`src/hdl/pes_pkg.sv`:
```
// Package of the periodic event scheduler: codes, constants and command and status types.
// Depends on nothing.
package pes_pkg;
   localparam logic [1:0] OP_REGISTER = 2'd0;
   localparam logic [1:0] OP_SET_PERIOD = 2'd1;
   localparam logic [1:0] OP_TICK = 2'd2;
   localparam logic [1:0] OP_RESERVED = 2'd3;
   localparam logic [2:0] ST_OK = 3'd0;
   localparam logic [2:0] ST_DUP = 3'd1;
   localparam logic [2:0] ST_NOTFOUND = 3'd2;
   localparam logic [2:0] ST_FULL = 3'd3;
   localparam logic [2:0] ST_FIRED = 3'd4;
   localparam logic [2:0] ST_SUMMARY = 3'd5;
   localparam logic [30:0] PM_MULT = 31'd16807;
   localparam logic [30:0] PM_MOD = 31'h7FFFFFFF;

   typedef struct packed {
      logic load;       // capture request item
      logic scan_rst;   // clear scan index and results
      logic step_find;  // compare one entry for key match
      logic seed_step;  // advance the seed
      logic rnd_start;  // start period*seed/MOD
      logic write_new;  // write entry at count
      logic write_idx;  // write entry at match index
      logic tick_init;  // initialize wake limit
      logic tick_read;  // read entry at index
      logic mod_start;  // start remainder
      logic tick_upd;   // update due and wake limit for current entry
      logic idx_inc;    // next entry
      logic wake_commit;
   } cmd_type;

   typedef struct packed {
      logic found;
      logic idx_end;    // index reached count
      logic full;
      logic div_busy;
      logic active;     // period nonzero
      logic due;        // due <= now
      logic wake_hit;   // now >= next_wake
   } sts_type;
endpackage

```
`src/hdl/pes_datapath.sv`:
```
// Datapath: entry memories, Park-Miller seed, serial divider and wake tracking.
// Depends on pes_pkg.
module pes_datapath #(
   parameter int DEPTH = 16,
   parameter int IW = 4,
   parameter int CW = 5
) (
   input  logic clock,
   input  logic reset,
   input  pes_pkg::cmd_type cmd,
   output pes_pkg::sts_type sts,
   input  logic [106:0] req_item,
   input  logic [15:0] max_wake,
   output logic [56:0] key_out,
   output logic [31:0] wake_out
);
   logic [56:0] key_mem [DEPTH];
   logic [15:0] per_mem [DEPTH];
   logic [31:0] due_mem [DEPTH];
   logic [56:0] key_ff;
   logic [15:0] per_ff;
   logic [31:0] now_ff, due_ff, wake_ff, limit_ff, newdue_ff;
   logic [56:0] rkey_ff;
   logic [15:0] rper_ff;
   logic [31:0] rdue_ff;
   logic [CW-1:0] cnt_ff, idx_ff;
   logic [IW-1:0] hit_ff;
   logic found_ff;
   logic [30:0] seed_ff, seed_in;
   logic [46:0] lo, hi;
   logic [31:0] s1;
   // restoring divider for the tick remainder: dividend / divisor
   logic [47:0] dvd_ff;
   logic [31:0] dvs_ff;
   logic [31:0] rem_ff, rem_in;
   logic [47:0] quo_ff;
   logic [5:0] dcnt_ff;
   logic [32:0] trial;
   logic [15:0] rnd_per_ff;
   logic [46:0] prod;
   logic [31:0] rnd_sum;
   logic [15:0] rnd_q;

   function automatic logic [46:0] PM_MULT_EXT(input logic [15:0] v);
      return 47'(v) * 47'(pes_pkg::PM_MULT);
   endfunction

   assign hi = PM_MULT_EXT(16'(seed_ff[30:16]));
   assign lo = PM_MULT_EXT(seed_ff[15:0]);
   always_comb begin
      logic [31:0] l;
      l = lo[31:0] + {1'b0, hi[14:0], 16'd0} + 32'(hi[31:15]);
      if (l > {1'b0, pes_pkg::PM_MOD}) begin
         l = l - {1'b0, pes_pkg::PM_MOD};
      end
      s1 = l;
      seed_in = s1[30:0];
   end
   assign prod = 47'(rnd_per_ff) * 47'(seed_ff);
   // Division by 2^31 - 1: the high part plus one when the folded low part reaches the modulus.
   assign rnd_sum = {1'b0, prod[30:0]} + 32'(prod[46:31]);
   assign rnd_q = prod[46:31] + 16'(rnd_sum >= {1'b0, pes_pkg::PM_MOD});
   assign trial = {rem_ff, dvd_ff[47]} - {1'b0, dvs_ff};

   always_ff @(posedge clock) begin
      if (reset) begin
         cnt_ff <= '0;
         seed_ff <= 31'd1;
         wake_ff <= '0;
         dcnt_ff <= '0;
      end else begin
         if (cmd.seed_step) seed_ff <= seed_in;
         if (cmd.write_new) cnt_ff <= cnt_ff + 1'b1;
         if (cmd.wake_commit) wake_ff <= limit_ff;
         if (cmd.rnd_start) begin
            quo_ff <= 48'(rnd_q);
         end else if (cmd.mod_start) begin
            dvd_ff <= {now_ff - rdue_ff, 16'd0};
            dvs_ff <= 32'(rper_ff);
            rem_ff <= '0;
            dcnt_ff <= 6'd32;
         end else if (dcnt_ff != 0) begin
            dcnt_ff <= dcnt_ff - 1'b1;
            dvd_ff <= {dvd_ff[46:0], 1'b0};
            if (!trial[32]) begin
               rem_ff <= trial[31:0];
               quo_ff <= {quo_ff[46:0], 1'b1};
            end else begin
               rem_ff <= {rem_ff[30:0], dvd_ff[47]};
               quo_ff <= {quo_ff[46:0], 1'b0};
            end
         end
      end
   end

   always_ff @(posedge clock) begin
      if (cmd.load) begin
         key_ff <= req_item[58:2];
         per_ff <= req_item[74:59];
         now_ff <= req_item[106:75];
         rnd_per_ff <= req_item[74:59];
      end
      if (cmd.scan_rst) begin
         idx_ff <= '0;
         found_ff <= 1'b0;
      end else if (cmd.step_find) begin
         if (!found_ff && idx_ff != cnt_ff && key_mem[idx_ff[IW-1:0]] == key_ff) begin
            found_ff <= 1'b1;
            hit_ff <= idx_ff[IW-1:0];
         end
         if (idx_ff != cnt_ff) idx_ff <= idx_ff + 1'b1;
      end else if (cmd.idx_inc) begin
         idx_ff <= idx_ff + 1'b1;
      end
      if (cmd.write_new) begin
         key_mem[cnt_ff[IW-1:0]] <= key_ff;
         per_mem[cnt_ff[IW-1:0]] <= per_ff;
         due_mem[cnt_ff[IW-1:0]] <= quo_ff[31:0];
      end
      if (cmd.write_idx) begin
         per_mem[hit_ff] <= per_ff;
         due_mem[hit_ff] <= quo_ff[31:0];
      end
      if (cmd.tick_read) begin
         rkey_ff <= key_mem[idx_ff[IW-1:0]];
         rper_ff <= per_mem[idx_ff[IW-1:0]];
         rdue_ff <= due_mem[idx_ff[IW-1:0]];
      end
      if (cmd.tick_init) limit_ff <= now_ff + 32'(max_wake);
      if (cmd.tick_upd) begin
         logic [31:0] nd;
         nd = (rdue_ff <= now_ff) ? now_ff + 32'(rper_ff) - rem_ff : rdue_ff;
         due_mem[idx_ff[IW-1:0]] <= nd;
         if (nd < limit_ff) limit_ff <= nd;
      end
   end

   assign sts.found = found_ff;
   assign sts.idx_end = (idx_ff == cnt_ff);
   assign sts.full = (cnt_ff == CW'(DEPTH));
   assign sts.div_busy = (dcnt_ff != 0);
   assign sts.active = (rper_ff != 0);
   assign sts.due = (rdue_ff <= now_ff);
   assign sts.wake_hit = (now_ff >= wake_ff);
   assign key_out = rkey_ff;
   assign wake_out = wake_ff;
endmodule

```
`src/hdl/pes_controller.sv`:
```
// Controller state machine of the scheduler; drives the datapath and output register.
// Depends on pes_pkg.
module pes_controller (
   input  logic clock,
   input  logic reset,
   input  logic req_tvalid,
   output logic req_tready,
   input  logic [1:0] op,
   input  pes_pkg::sts_type sts,
   output pes_pkg::cmd_type cmd,
   output logic emit,
   output logic [2:0] emit_status,
   output logic emit_last,
   output logic emit_key,
   input  logic out_free
);
   localparam logic [3:0] S_IDLE = 4'd0, S_FIND = 4'd1, S_DECIDE = 4'd2, S_DIV = 4'd3,
      S_WRITE = 4'd4, S_TCHK = 4'd5, S_TREAD = 4'd6, S_TEVAL = 4'd7, S_TMOD = 4'd8,
      S_TFIRE = 4'd9, S_TSUM = 4'd10, S_RESP = 4'd11, S_WAIT1 = 4'd12;
   logic [3:0] state_ff, state_in;
   logic [1:0] op_ff, op_in;
   logic [2:0] rs_ff, rs_in;

   always_ff @(posedge clock) begin
      if (reset) begin
         state_ff <= S_IDLE;
         op_ff <= '0;
         rs_ff <= '0;
      end else begin
         state_ff <= state_in;
         op_ff <= op_in;
         rs_ff <= rs_in;
      end
   end

   always_comb begin
      state_in = state_ff;
      op_in = op_ff;
      rs_in = rs_ff;
      cmd = '0;
      req_tready = 1'b0;
      emit = 1'b0;
      emit_status = pes_pkg::ST_OK;
      emit_last = 1'b1;
      emit_key = 1'b0;
      case (state_ff)
         S_IDLE: begin
            req_tready = 1'b1;
            if (req_tvalid) begin
               cmd.load = 1'b1;
               cmd.scan_rst = 1'b1;
               op_in = op;
               if (op == pes_pkg::OP_TICK) state_in = S_TCHK;
               else if (op == pes_pkg::OP_RESERVED) state_in = S_IDLE;
               else state_in = S_FIND;
            end
         end
         S_FIND: begin
            cmd.step_find = 1'b1;
            if (sts.idx_end || sts.found) state_in = S_DECIDE;
         end
         S_DECIDE: begin
            if (op_ff == pes_pkg::OP_REGISTER && sts.found) begin
               rs_in = pes_pkg::ST_DUP; state_in = S_RESP;
            end else if (op_ff == pes_pkg::OP_REGISTER && sts.full) begin
               rs_in = pes_pkg::ST_FULL; state_in = S_RESP;
            end else if (op_ff == pes_pkg::OP_SET_PERIOD && !sts.found) begin
               rs_in = pes_pkg::ST_NOTFOUND; state_in = S_RESP;
            end else begin
               cmd.seed_step = 1'b1; state_in = S_WAIT1;
            end
         end
         S_WAIT1: begin
            cmd.rnd_start = 1'b1; state_in = S_DIV;
         end
         S_DIV: if (!sts.div_busy) state_in = S_WRITE;
         S_WRITE: begin
            if (op_ff == pes_pkg::OP_REGISTER) cmd.write_new = 1'b1;
            else cmd.write_idx = 1'b1;
            rs_in = pes_pkg::ST_OK; state_in = S_RESP;
         end
         S_RESP: if (out_free) begin
            emit = 1'b1; emit_status = rs_ff; state_in = S_IDLE;
         end
         S_TCHK: begin
            cmd.tick_init = 1'b1;
            state_in = sts.wake_hit ? S_TREAD : S_TSUM;
         end
         S_TREAD: begin
            if (sts.idx_end) begin
               cmd.wake_commit = 1'b1; state_in = S_TSUM;
            end else begin
               cmd.tick_read = 1'b1; state_in = S_TEVAL;
            end
         end
         S_TEVAL: begin
            if (!sts.active) begin
               cmd.idx_inc = 1'b1; state_in = S_TREAD;
            end else if (sts.due) begin
               cmd.mod_start = 1'b1; state_in = S_TMOD;
            end else begin
               cmd.tick_upd = 1'b1; cmd.idx_inc = 1'b1; state_in = S_TREAD;
            end
         end
         S_TMOD: if (!sts.div_busy) state_in = S_TFIRE;
         S_TFIRE: if (out_free) begin
            emit = 1'b1; emit_status = pes_pkg::ST_FIRED; emit_last = 1'b0;
            emit_key = 1'b1;
            cmd.tick_upd = 1'b1; cmd.idx_inc = 1'b1; state_in = S_TREAD;
         end
         S_TSUM: if (out_free) begin
            emit = 1'b1; emit_status = pes_pkg::ST_SUMMARY; state_in = S_IDLE;
         end
         default: state_in = S_IDLE;
      endcase
   end
endmodule

```
`src/hdl/periodic_event_scheduler_top.sv`:
```
// Usage: a table of periodic entries driven by register, set-period and tick transactions.
// Request tdata carries operation, key, period and current time; a register or set-period
// request yields one response, a tick one fired response per due entry and a summary marked
// by tlast, and a reserved request none. Register and set-period search the table one entry
// per cycle and then advance the seed and draw the random phase. A tick that scans reads
// each entry in turn, and each due entry adds a 32-step remainder in the serial divider.
// The remainder step bounds rate.
// A single output register holds each response; while rsp_tready is low the controller
// waits. A new request may be taken while the final response of the previous one waits.
// Reset clears the entry count, sets the seed to one, the wake time to zero and
// max_wake to 1000. Entry memories are not cleared; only entries below the count are read.
// The csr write sets max_wake_ms; the user must see that it is made only while the block is
// idle, which the block does not enforce. Depends on pes_pkg, pes_controller and pes_datapath.
module periodic_event_scheduler_top #(
   parameter int TABLE_DEPTH = 16
) (
   input  logic clock,
   input  logic reset,
   input  logic req_tvalid,
   output logic req_tready,
   // operation[1:0], object_id, instance_id, event_type, target_kind, target_id,
   // period_ms, now_ms, zero pad to 112 bits
   input  logic [111:0] req_tdata,
   output logic rsp_tvalid,
   input  logic rsp_tready,
   // status[2:0], fired_object, fired_instance, fired_event, fired_kind,
   // fired_target, next_wake_ms, zero pad to 96 bits
   output logic [95:0] rsp_tdata,
   output logic rsp_tlast,
   input  logic csr_we,
   input  logic [15:0] csr_wdata
);
   localparam int IW = (TABLE_DEPTH > 1) ? $clog2(TABLE_DEPTH) : 1;
   localparam int CW = $clog2(TABLE_DEPTH + 1);
   pes_pkg::cmd_type cmd;
   pes_pkg::sts_type sts;
   logic emit, emit_last, emit_key;
   logic [2:0] emit_status;
   logic [56:0] key;
   logic [31:0] wake;
   logic [15:0] max_wake_ff;
   logic vld_ff, last_ff;
   logic [95:0] data_ff;
   logic out_free;
   // The packed key order matches the tdata order starting at bit 2.
   logic [56:0] key_fields;

   assign key_fields = {key[15:0], key[16], key[24:17], key[40:25], key[56:41]};
   assign out_free = !vld_ff || rsp_tready;

   always_ff @(posedge clock) begin
      if (reset) begin
         max_wake_ff <= 16'd1000;
         vld_ff <= 1'b0;
      end else begin
         if (csr_we) max_wake_ff <= csr_wdata;
         if (emit) vld_ff <= 1'b1;
         else if (rsp_tready) vld_ff <= 1'b0;
      end
      if (emit) begin
         last_ff <= emit_last;
         data_ff <= {4'd0,
            (emit_status == pes_pkg::ST_SUMMARY) ? wake : 32'd0,
            emit_key ? key_fields : 57'd0, emit_status};
      end
   end

   pes_controller u_ctrl (
      .clock(clock), .reset(reset), .req_tvalid(req_tvalid), .req_tready(req_tready),
      .op(req_tdata[1:0]), .sts(sts), .cmd(cmd), .emit(emit),
      .emit_status(emit_status), .emit_last(emit_last), .emit_key(emit_key),
      .out_free(out_free)
   );

   pes_datapath #(.DEPTH(TABLE_DEPTH), .IW(IW), .CW(CW)) u_dp (
      .clock(clock), .reset(reset), .cmd(cmd), .sts(sts),
      .req_item({req_tdata[106:75], req_tdata[74:59],
         req_tdata[17:2], req_tdata[33:18], req_tdata[41:34], req_tdata[42],
         req_tdata[58:43], req_tdata[1:0]}),
      .max_wake(max_wake_ff), .key_out(key), .wake_out(wake)
   );

   assign rsp_tvalid = vld_ff;
   assign rsp_tdata = data_ff;
   assign rsp_tlast = last_ff;
endmodule

```
`config.mk`:
```
export PLATFORM = sky130hd
export DESIGN_NAME = periodic_event_scheduler_top
export DESIGN_NICKNAME = d
export VERILOG_FILES = /design/src/hdl/pes_pkg.sv /design/src/hdl/pes_datapath.sv /design/src/hdl/pes_controller.sv /design/src/hdl/periodic_event_scheduler_top.sv
export SDC_FILE = /design/constraint.sdc
export NUM_CORES = 2
export LEC_CHECK = 0
export ABC_AREA = 1
export BUFFER_PORTS_ARGS = -buffer_cell sky130_fd_sc_hd__buf_2
export CELL_PAD_IN_SITES_DETAIL_PLACEMENT = 1
export CELL_PAD_IN_SITES_GLOBAL_PLACEMENT = 2
export CORE_ASPECT_RATIO = 1.5
export CORE_MARGIN = 2
export CORE_UTILIZATION = 46
export CTS_BUF_LIST = sky130_fd_sc_hd__clkbuf_4 sky130_fd_sc_hd__clkbuf_8 sky130_fd_sc_hd__clkbuf_16
export DETAILED_ROUTE_END_ITERATION = 8
export PLACE_DENSITY_LB_ADDON = 0.1
export REMOVE_ABC_BUFFERS = 1
export SLEW_MARGIN = 40
export SYNTH_ARGS = -nofsm -noshare
export SYNTH_HDL_FRONTEND = slang
export SYNTH_HIERARCHICAL = 1
export SYNTH_SLANG_ARGS = --single-unit
```
`constraint.sdc`:
```
create_clock -name clock -period 23.7 [get_ports clock]
set_input_delay 5.925 -clock clock [delete_from_list [all_inputs] [get_ports clock]]
set_output_delay 5.925 -clock clock [all_outputs]
set_load 0.02 [all_outputs]
```
[Word level (Yosys, flattened, before mapping)]
Memories as Yosys holds them, arrays and structs flattened. A register that Yosys moved wholly into a read port is not among the register bits.
Index checks and enable logic that the tools add are counted.
Cells by class
  add/sub/neg operators: 13
  multipliers: 3
  $lt $le $gt $ge: 5
  eq/ne operators: 29
  mux-type cells: 89
  bitwise gates (word level): 3
  reduce and logical (&&, ||, !) cells: 33
Operators with widths (count)
  2-to-1 mux 32 bit: 10
  2-to-1 mux 48 bit: 2
  adder 32 x 16 -> 32 bit: 2
  2-to-1 mux 4 bit: 16
  OR reduction 32 bit: 2
  subtractor 32 bit: 2
  == test 57 bit: 1
  one-hot mux 4 bit (12 select lines): 1
  multiplier 16 x 31 -> 47 bit: 1
  2-to-1 mux 1 bit: 34
  subtractor 33 x 16 -> 33 bit: 1
  adder 31 x 16 -> 32 bit: 1
  adder 31 x 31 -> 32 bit: 1
  adder 32 x 15 -> 32 bit: 1
  greater-or-equal comparator 32 x 31 -> 1 bit, second input constant: 1
  greater-or-equal comparator 32 bit: 1
  > comparator 32 x 31 -> 1 bit, second input constant: 1
  less-or-equal comparator 32 bit: 1
  < comparator 32 bit: 1
  2-to-1 mux 16 bit: 2
  multiplier 16 x 15 -> 31 bit, second input constant: 1
  2-to-1 mux 31 bit: 1
  subtractor 31 bit, second input constant: 1
  multiplier 15 x 15 -> 30 bit, second input constant: 1
  38 further kinds: 89
Storage, ports and cells
  register bits: 524
  RAM bits: 1680
  input port bits: 133
  memories: 3
Memory list
  u_dp.key_mem: depth 16, width 57, rd ports 1, clocked after memory_dff 1, wr ports 1, line pes_datapath.sv:17  | logic [56:0] key_mem [DEPTH];
  u_dp.due_mem: depth 16, width 32, rd ports 1, clocked after memory_dff 1, wr ports 1, line pes_datapath.sv:19  | logic [31:0] due_mem [DEPTH];
  u_dp.per_mem: depth 16, width 16, rd ports 1, clocked after memory_dff 1, wr ports 1, line pes_datapath.sv:18  | logic [15:0] per_mem [DEPTH];

[Depth between registers and ports, before layout]
  word-level depth: 8
  mapped depth: 58

[Hierarchy]
The synthesis kept the hierarchy.
By module, submodules not included
  pes_datapath: instances 1, cells an instance 12334, area each 123274.5 sq um, sequential area each 62560.0 sq um
  periodic_event_scheduler_top: instances 1, cells an instance 360, area each 4155.2 sq um, sequential area each 3133.0 sq um
  pes_controller: instances 1, cells an instance 139, area each 743.2 sq um, sequential area each 160.2 sq um

[Least setup slack after synthesis]
OpenSTA, ideal clock, no wires.
  path type: input to register
  start: in rsp_tready
  end: reg data_ff[0], in the netlist rsp_tdata[0] (enable)
  library setup time: 546 ps
  data arrival time: 10183 ps
  slack: 12971 ps
  stages on the path: 6
  path buffers: 0
  cells stage by stage: inv_1 -> nand2_1 -> inv_1 -> nor3_1 -> inv_1 -> nor2_1
On the way
  cells in the longest elaborated chain, start to end: 3
Ends and longest elaborated chain
  from (decl): line periodic_event_scheduler_top.sv:25  | input logic rsp_tready,
  logical OR 1 bit: line periodic_event_scheduler_top.sv:49  | assign out_free = !vld_ff || rsp_tready;
  via out_free: line periodic_event_scheduler_top.sv:44  | logic out_free;
  2-to-1 mux 1 bit: line pes_controller.sv:82, pes_controller.sv:106, pes_controller.sv:111
  2-to-1 mux 1 bit
  via emit: line periodic_event_scheduler_top.sv:37  | logic emit, emit_last, emit_key;
  to (signal assigned): line periodic_event_scheduler_top.sv:62  | data_ff <= {4'd0,
  to (decl): line periodic_event_scheduler_top.sv:43  | logic [95:0] data_ff;
The timed path passes the listed nets, and every way through them passes these cells.
A chain may end at the register's enable or synchronous reset.

[Final worst setup path]
  start: reg u_dp.seed_ff[21]
  end: reg u_dp.seed_ff[7]
On the way
  cells in the longest elaborated chain, start to end: 5
  elaborated cells on any way between the ends: 6
Ends and longest elaborated chain
  from (decl): line pes_datapath.sv:29  | logic [30:0] seed_ff, seed_in;
  from (signal assigned): line pes_datapath.sv:72  | if (cmd.seed_step) seed_ff <= seed_in;
  multiplier 15 x 15 -> 30 bit *: line pes_datapath.sv:45  | return 47'(v) * 47'(pes_pkg::PM_MULT);
  adder 31 x 31 -> 32 bit: line pes_datapath.sv:52  | l = lo[31:0] + {1'b0, hi[14:0], 16'd0} + 32'(hi[31:15]);
  adder 32 x 15 -> 32 bit *: line pes_datapath.sv:52
  > comparator 32 x 31 -> 1 bit: line pes_datapath.sv:53  | if (l > {1'b0, pes_pkg::PM_MOD}) begin
  2-to-1 mux 31 bit *: line pes_datapath.sv:53
Every way passes the cells marked *; elsewhere a longest branch is shown, timed or not.

==> impl_metrics.json <==
{
  "skew_ns": 0.124,
  "slew_viol_final": 0,
  "finalHoldViolations": 0,
  "yosysTopAreaCell": "edfxtp_1",
  "die_h_um": 650,
  "fmax_ghz": 0.0902,
  "cp_max_fo": 24,
  "synth-edff-count": 2099,
  "synth-async-reset-ratio": 0,
  "drt_iter0_drc": 6584,
  "io_pins": 232,
  "finalSetupTns_ns": 0,
  "ys_warn_count": 6,
  "pre_cts_ws_ns": 12.65,
  "min_period_ns": 11.08,
  "cp_slowest_cell": "xor2_1",
  "rsz0062_at_grt": "no",
  "syn_inst": 12800,
  "dp_hpwl_mm": 290,
  "critPathMostFrequentCell": "inv_1",
  "drc": 0,
  "ys_seq_area_frac": 0.514,
  "crit_arrival_ns": 11.86,
  "grt_pass1_vias": 103000,
  "wl_mm": 438,
  "fin_ws_ns": 12.62,
  "fp.dieW_um": 435,
  "die_area_um2": 283000,
  "antenna_found_initial": 18,
  "setup_violations": 0,
  "syn2layout_area_growth_pct": 10.1,
  "viasPerCell": 5.70,
  "placed_cells": 16300,
  "synthFlopType": "edfxtp_1",
  "synth.most_common_cell": "nand2_1",
  "netlist_top_cells_area": "edfxtp_1 (49%), fa_1 (8.7%), nand2_1 (6.8%)",
  "post-cts-setup-buffers": 0,
  "clockBufferDepth": 4,
  "synth-seq-cells": 2240,
  "drtPass1Iterations": 6,
  "crit_family": "adder cells",
  "avgSynthCellArea_um2": 9.99,
  "hold_buffers": 0,
  "io_buffers": 222,
  "crit_buf_inv": 9,
  "path_clk_slew_ns": 0.07,
  "worst_hold_slack_ns": 0.471,
  "routabilityCongestion": 0.908,
  "slew_headroom": 0.330,
  "grt_max_degree": 137,
  "total_power_mw": 21.3,
  "cts_resized": 0,
  "postRouteAntennaNets": 0,
  "p_leak_nw": 58.5,
  "root_buffer": "clkbuf_16",
  "tritoncts.num_buffers": 222,
  "initial_core_util": 0.462,
  "stdcell_area_um2": 141000,
  "place_area_um2": 134000,
  "drive_above_1_share": 0.0822,
  "final_util": 0.509,
  "grt-ovfl-total": 0,
  "grt_pass1_wl_mm": 651,
  "cts_tree": "yes",
  "insertion_delay_ns": 0.96,
  "path_class": "register to register",
  "ff2ff_setup_slack_ns": 12.62,
  "num_vias": 95100,
  "start_kind": "register",
  "crit_required_ns": 24.48,
  "status": "finished, final reports clean",
  "final_cells": 16700,
  "grt_usage": 0.307,
  "final_nets": 14000,
  "cts.sinks": 2240,
  "fp.coreArea_um2": 278000,
  "hold_class": "register to register",
  "netlist_top_cells_count": "nand2_1 (2,332), edfxtp_1 (2,099), inv_1 (1,908), o21ai_0 (1,433), nor2_1 (839)",
  "cap_violations": 0,
  "worstSetupEndpointType": "register",
  "vdd_drop_max_uv": 142,
  "wl_per_cell_um": 26.2,
  "yosysUniqueCellTypes": 73,
  "rows": 237,
  "netlist.area_leader.share": 0.492,
  "crit_path_max_incr_delay_ns": 0.81,
  "htreeDepth": 4,
  "powerDensity_nw_per_um2": 151,
  "worstMarginPinSlew_ns": 1.00,
  "min_period_over_period": 0.468,
  "synth_area_um2": 128000
}
-- layer usage --
| metal | part of all wire | up-vias | track usage |
|---|---|---|---|
| met5 | 0.000027 | - | 0 |
| met4 | 0.070 | 2 | 0.186 |
| met3 | 0.041 | 906 | 0.0290 |
| met2 | 0.52 | 2481 | 0.563 |
| met1 | 0.37 | 48700 | 0.344 |
| li1 | - | 42900 | - |
-- power by group --
group / internal [mW] / leakage [nW] / switching, mW
combinational: 3.87 / 34.6 / 8.28
sequential: 4.95 / 20.2 / 0.491
clock: 2.07 / 3.63 / 1.59
total: 10.9 / 58.5 / 10.4
-- final cells by class --
cell class,instances,area [um2]
fillers,30500,136000
flip-flops and latches,2240,65900
multi-input cells,7969,52700
inverters,1930,7280
clock buffers,257,5850
well taps,3704,4630
repair buffers,421,3180
clock inverters,146,1550
diodes,19,47.5
-- worst min-delay path, delay by kind of cell, from the launching register on --
family | cells | cell delay (ns)
flip-flops | 1 | 0.33
AND/OR/NAND/NOR | 2 | 0.11
-- flip-flops by register name, summed over array words and instances, names as in the netlist, 31 cells and up, named ones only --
signal         flops
u_dp/due_mem     512
u_dp/per_mem     256
u_dp/dvd_ff       32
u_dp/key_ff       57
u_dp/key_mem     912
u_dp/wake_out     32
rsp_tdata         92
u_dp/key_out      57
u_dp/quo_ff       32
u_dp/limit_ff     32
u_dp/seed_ff      31
u_dp/rem_ff       32
u_dp/now_ff       32
u_dp/rdue_ff      32
-- logic make-up (layout without fill, tap and decap cells) --
| kind of cell | Yosys count | after routing | synth area share |
|---|---|---|---|
| fa+ha+maj | 1116 | 1116 | 0.142 |
| buf+inv | 2627 | 2754 | 0.0783 |
| simple gates | 3782 | 3782 | 0.121 |
| compound gates | 2639 | 2639 | 0.114 |
| other cells | 1 | 23 | 0.0000293 |
| flops | 2240 | 2240 | 0.514 |
| mux | 228 | 228 | 0.0178 |
| xor+xnor | 200 | 200 | 0.0138 |
-- layout by cell type (no fill, tap or decap), drive strengths merged, types with 299 or more instances in the layout --
master	instances
nor2	865
nand3	299
a21oi	558
ha	557
o21ai	1501
edfxtp	2099
fa	559
nand2	2371
inv	1929
buf	421
-- final timing paths --
path / start / end / cells past startpoint
min reg2reg: max_wake_ff[7] / max_wake_ff[7] / 2
max reg2reg: u_dp/seed_ff[21] / u_dp/seed_ff[7] / 42
max: u_dp/seed_ff[21] / u_dp/seed_ff[7] / 42
min: max_wake_ff[7] / max_wake_ff[7] / 2
No activity file was read; power rests on OpenSTA's default activity.
